--- src/rtl/vmm_pkg.sv ---
// ----------------------------------------------------------------------------
// vmm_pkg
// shared types and constants for the video memory mirror decoder
// ----------------------------------------------------------------------------
package vmm_pkg;

  localparam int PATTERN_TABLE_BYTES = 4096;
  localparam int NAMETABLE_BYTES     = 1024;
  localparam int PATTERN_DEPTH       = 2 * PATTERN_TABLE_BYTES;
  localparam int NAMETABLE_DEPTH     = 4 * NAMETABLE_BYTES;
  localparam int PALETTE_DEPTH       = 32;

  localparam int PATTERN_AW   = $clog2(PATTERN_DEPTH);
  localparam int NAMETABLE_AW = $clog2(NAMETABLE_DEPTH);
  localparam int PALETTE_AW   = $clog2(PALETTE_DEPTH);
  localparam int NT_OFFSET_AW = $clog2(NAMETABLE_BYTES);
  localparam int INDEX_W      = PATTERN_AW;

  // access kind
  localparam logic OP_READ  = 1'b0;
  localparam logic OP_WRITE = 1'b1;

  // mirroring modes
  localparam logic [1:0] MIRROR_HORIZONTAL = 2'd0;
  localparam logic [1:0] MIRROR_VERTICAL   = 2'd1;
  localparam logic [1:0] MIRROR_ONE_SCREEN = 2'd2;
  localparam logic [1:0] MIRROR_FOUR       = 2'd3;

  typedef enum logic [1:0] {
    REGION_PATTERN   = 2'd0,
    REGION_NAMETABLE = 2'd1,
    REGION_PALETTE   = 2'd2
  } region_t;

  typedef struct packed {
    region_t              region;
    logic [INDEX_W-1:0]   index;
  } vmm_access_t;

endpackage

--- src/rtl/vmm_decode.sv ---
// ----------------------------------------------------------------------------
// vmm_decode
// folds a video memory address and picks the store and entry it reaches
// ----------------------------------------------------------------------------
module vmm_decode (
  input  logic [15:0]         address,
  input  logic [1:0]          mirroring_mode,
  output vmm_pkg::vmm_access_t access
);

  logic [13:0] folded;
  logic [1:0]  logical_table;
  logic [1:0]  physical_table;

  always_comb begin
    folded = address[13:0];
    // 3000-3eff mirrors 2000-2eff
    if (folded[13:12] == 2'b11 && folded[11:8] != 4'hF) begin
      folded[12] = 1'b0;
    end
  end

  assign logical_table = folded[11:10];

  always_comb begin
    unique case (mirroring_mode)
      vmm_pkg::MIRROR_HORIZONTAL: physical_table = {1'b0, logical_table[1]};
      vmm_pkg::MIRROR_VERTICAL:   physical_table = {1'b0, logical_table[0]};
      vmm_pkg::MIRROR_ONE_SCREEN: physical_table = 2'd0;
      vmm_pkg::MIRROR_FOUR:       physical_table = logical_table;
      default:                    physical_table = logical_table;
    endcase
  end

  always_comb begin
    access.index = '0;
    if (folded[13:8] == 6'h3F) begin
      access.region = vmm_pkg::REGION_PALETTE;
      access.index[vmm_pkg::PALETTE_AW-1:0] = folded[vmm_pkg::PALETTE_AW-1:0];
    end else if (folded[13] == 1'b0) begin
      access.region = vmm_pkg::REGION_PATTERN;
      access.index = folded[vmm_pkg::PATTERN_AW-1:0];
    end else begin
      access.region = vmm_pkg::REGION_NAMETABLE;
      access.index[vmm_pkg::NAMETABLE_AW-1:0] =
        {physical_table, folded[vmm_pkg::NT_OFFSET_AW-1:0]};
    end
  end

endmodule

--- config.mk ---
export PLATFORM = sky130hd
export DESIGN_NAME = vmm_decode
export DESIGN_NICKNAME = d
export VERILOG_FILES = /design/src/rtl/vmm_pkg.sv /design/src/rtl/vmm_decode.sv
export SDC_FILE = /design/constraint.sdc
export NUM_CORES = 1
export LEC_CHECK = 0
export BUFFER_PORTS_ARGS = -buffer_cell sky130_fd_sc_hd__buf_2
export CORE_AREA = 2 2 39 41
export DETAILED_ROUTE_END_ITERATION = 16
export DIE_AREA = 0 0 41 43
export PLACE_DENSITY_LB_ADDON = 0.1
export SKIP_LAST_GASP = 1
export SLEW_MARGIN = 20
export SYNTH_ARGS = -nofsm -noshare
export SYNTH_HDL_FRONTEND = slang
export SYNTH_SLANG_ARGS = --single-unit
--- constraint.sdc ---
create_clock -name vclk -period 1.2
set_input_delay 0.18 -clock vclk [all_inputs]
set_output_delay 0.18 -clock vclk [all_outputs]
set_load 0.05 [all_outputs]
==> metrics, run 1 <==
Fin Hold WS approximately 360 ps; post-synth top area share between 20% and 30%; sequential share of the synthesized area 0%; Tcrit/Tclk final 108%; worst path bufs/invs 2; Pwr Density roughly 440 nW/um^2; synth cell count leaders buf_4, nor2b_1; pin count of the biggest net entering global routing 5; Post-Syn Area between 100 and 150 um^2; DRC viols 0; clock buffer count 0; Yosys cell types 13; Final #Nets 66; # rows 14; syn_nets 39; HP Class in2out; CP cell instances buf_6 -> or4_4 -> a21oi_4 -> buf_6; Fin. Hold Viols 0; Hold Crit Depth 0; Max rail drop VDD ~0.16 mV; Crit path required time slightly above 1000 ps; pre-CTS setup slack -221 ps; First-pass DRT Iterations 2; Die ar. 1760 um^2; initial antenna violation count 0; total detailed-routing wirelength ~620 um; Avg Inst Size Synth between 6 and 7 um^2; Antenna Nets Post-Route 0; Ant. Diodes 0; Synth Instances 21; GRT Total Usage under 10%; multi-input logic area between 100 and 150 um^2; fillers about 150; Seq cells 0; via/cell ratio about 3.8; top-level I/O count 33; Ys Warns 0; cell family with most CP delay simple AND/OR/NAND/NOR gates; Crit path top cell by count buf_6; first-pass GRT wire length slightly above 900 um; Hold Startpoint address[0]; vias in the first global route 213; Max-slew headroom roughly 76%; DP Wirelength around 510 um; largest fanout on the critical path 2; Initial Utilization between 10% and 20%; setup tns final -194 ps; initial DRC count 2; Adder-Cell Fraction of Synth Area 0%; Worst setup EP type output port; Post-Synth Simple-Gate Area 52.7%; FMAX roughly 770 MHz; final worst setup slack -93.3 ps; failing checks setup timing; Critical-path top delay cell or4_4; RSZ-0062 raised after global routing true; Final Setup Violations 4; leakage 0.000224 uW; hold_buf cts 0; Pins Over Slew Limit 0; hold endpoint access[0]; dominant cell type by area after synthesis buf_4; minimum clock period between 1000 and 1500 ps; XOR/XNOR Fraction of Synth Area 0%; crit path DAT between 1000 and 1500 ps; mux cell area share after synthesis 0%; status complete, but fails checks; Max Cap Viol 0; Sequential Area 0 um^2; core area about 1400 um^2; Finished Cell Area ~440 um^2; share of layout cells above drive strength 1 ~89%; Power, Total 193 uW; die height around 43 um; Crit Path Category in2out; drt wl/cell 9.94 um; Critical Path Max Stage Delay around 530 ps; area grow syn2layout 215%; die width between 40 and 50 um; compound-cell area share of the yosys netlist 15.2%; vias around 240; CP Launch Type primary input; largest family of logic cells by synthesized area simple AND/OR/NAND/NOR gates; Placement Cell Area about 300 um^2; synth top area cells buf_4, nor2b_1, or4_4; worst-margin pin slew roughly 350 ps; total grt overflow 0; Buffers on Ports 21; RePlAce Congestion 0.675
[layer usage]
layer  wire length, um  up-vias  GRT usage [%]
met2               318       22           13.8
met1               186       99           7.96
met3               111        0           1.05
met4                 0        0              0
li1                  -      116              -
met5                 0        -              0
[layout by cell type, fill, tap and decap left out]
cell,count
nor2b_2,2
a211oi_2,1
nor3_4,1
nor2b_4,2
buf_6,14
buf_4,7
nand4_1,1
o21ai_0,1
nand2_1,1
and2b_1,1
inv_2,1
nor2b_1,1
or4_4,1
nor2_2,1
buf_8,2
a21oi_4,1
inv_4,1
buf_2,7
[where the power goes]
part	internal, uW	total, uW	switching (uW)
clock	0	0	0
combinational	88.7	193	105
sequential	0	0	0
[kinds of logic (layout without fill, tap and decap cells)]
logic type / after synthesis / in the layout
buf+inv: 7 / 32
compound gates: 3 / 3
simple gates: 11 / 11
[stage by stage]
stage / utilization, % / instances
after detailed placement: 21.1 / 60
after CTS: 28.6 / 63
final: 31.9 / 62
after global routing: 31.9 / 62
after global placement: 21.1 / 60
after floorplan: - / 21
[worst max-delay path by stage]
stage,startpoint,endpoint,slack [ps],cells past startpoint
2_1_floorplan,address[12],access[13],-290,3
3_3_place_gp,address[13],access[10],-210,5
3_5_place_dp,address[13],access[10],-220,5
4_1_cts,mirroring_mode[0],access[10],-100,4
5_1_grt,mirroring_mode[0],access[10],-120,4
6_report,mirroring_mode[0],access[10],-90,4
[area by class of cell]
class / instances / share of cell area, %
well taps: 16 / 4.53
inverters: 2 / 2.27
repair buffers: 30 / 62.3
multi-input cells: 14 / 30.9
[what timing repair did]
item | in CTS | in global routing
resized for setup | 24 | 17
setup buffers | 3 | 0
pin swaps | 3 | 1
endpoints found under the setup margin | 9 | 9
No activity file was read; power rests on OpenSTA's default activity.
==> run 2, diff against run 1 <==
--- a/config.mk
+++ b/config.mk
@@ -6,6 +6,7 @@
 export NUM_CORES = 1
 export LEC_CHECK = 0
 export BUFFER_PORTS_ARGS = -buffer_cell sky130_fd_sc_hd__buf_2
+export CAP_MARGIN = 10
 export CORE_AREA = 2 2 39 41
 export DETAILED_ROUTE_END_ITERATION = 16
 export DIE_AREA = 0 0 41 43
==> constraint.sdc (replaced) <==
create_clock -name vclk -period 1.1
set_input_delay 0.165 -clock vclk [all_inputs]
set_output_delay 0.165 -clock vclk [all_outputs]
set_load 0.05 [all_outputs]
==> run 2 against run 1 <==
The flow still finishes with violations (setup timing); sequential share of layout area stayed put; largest cell class unchanged; flip-flop and latch count stayed put; worst hold slack worse by 30 ps; first-iteration DRC count is 50% higher; setup slack worse by 70 ps.
==> metrics, run 2 (synthesized netlist as in run 1, its figures left out) <==
minimum clock period approximately 1300 ps; # rows 14; commonest non-fill, non-tap cells in the layout buf_6, buf_4, buf_2; Seq cells 0; die height about 43 um; Crit path top cell by count buf_6; Pins Over Slew Limit 0; core area around 1400 um^2; status complete, but fails checks; Crit Path Category in2out; total grt overflow 0; initial antenna violation count 0; Critical Path Max Stage Delay about 530 ps; Worst setup EP type output port; worst path bufs/invs 2; Initial Utilization between 10% and 20%; CP cell instances buf_6 -> or4_4 -> a21oi_4 -> buf_6; Critical-path top delay cell or4_4; DP Wirelength a little over 500 um; RSZ-0062 raised after global routing true; Hold Crit Depth 0; Max rail drop VDD approximately 0.19 mV; crit path DAT roughly 1100 ps; clock buffer count 0; Power, Total approximately 230 uW; Antenna Nets Post-Route 0; initial DRC count 3; RePlAce Congestion between 0.6 and 0.7; Ant. Diodes 0; Crit path required time about 940 ps; setup tns final -753 ps; via/cell ratio 3.88; Hold Startpoint address[0]; worst-margin pin slew 233 ps; share of layout cells above drive strength 1 roughly nine tenths; final core occ roughly 36%; Die ar. 1760 um^2; DRC viols 0; first-pass GRT wire length around 920 um; Max Cap Viol 0; commonest non-fill, non-tap cell in the layout buf_6; failing checks setup timing; final worst setup slack -163 ps; largest fanout on the critical path 2; Fin. Hold Viols 0; pin count of the biggest net entering global routing 5; drt wl/cell approximately 9.9 um; vias approximately 250; Tcrit/Tclk final 115%; HP Class in2out; area grow syn2layout 253%; top-level I/O count 33; GRT Total Usage ~7.1%; hold endpoint access[0]; FMAX slightly below 800 MHz; First-pass DRT Iterations 2; Buffers on Ports 21; CP Launch Type primary input; die width approximately 41 um; Max-slew headroom roughly 84%; Final Setup Violations 9; Sequential Area 0 um^2; vias in the first global route between 200 and 250; total detailed-routing wirelength between 600 and 700 um; Final #Nets 69; Pwr Density approximately 460 nW/um^2; leakage between 0.0002 and 0.00025 uW; cell family with most CP delay simple AND/OR/NAND/NOR gates
run 2: worst max path at each step:
stage            endpoint  slack, ps              start  depth (start not counted)
2_1_floorplan  access[13]       -360        address[12]                          3
3_3_place_gp   access[10]       -280        address[13]                          5
3_5_place_dp   access[10]       -290        address[13]                          5
4_1_cts        access[10]       -170  mirroring_mode[0]                          4
5_1_grt         access[7]       -190        address[11]                          8
6_report       access[10]       -160  mirroring_mode[0]                          4
run 2: area by class of cell:
class	count	area [um^2]
fill	146	890
timing repair buffer	33	325
multi-input combinational	14	136
tap	16	20.0
inverter	2	12.5
run 2: report_power, final:
part | switching, uW | internal, uW
Combinational | 117 | 109
Sequential | 0 | 0
Clock | 0 | 0
Total | 117 | 109
run 2: metrics by stage:
step           setup WS [ps]  hold WS [ps]  area (um^2)  std cells
4_1_cts                 -168           330          453         65
3_3_place_gp            -277           330          292         60
3_5_place_dp            -291           330          292         60
5_1_grt                 -192           330          494         65
6_report                -163           330          494         65
2_1_floorplan           -364           497          151         21
run 2: what timing repair did:
action / in CTS / in global routing
resized for setup: 35 / 11
endpoints found under the setup margin: 9 / 9
setup buffers: 5 / 1
pin swaps: 5 / 0
hold buffers: 0 / 0
run 2: metal layers:
layer / part of all wire, % / vias up / global-route usage, %
met5: 0 / - / 0
met4: 0 / 0 / 0
met3: 17 / 0 / 1.05
met2: 53 / 22 / 13.8
met1: 30 / 107 / 7.96
li1: - / 123 / -
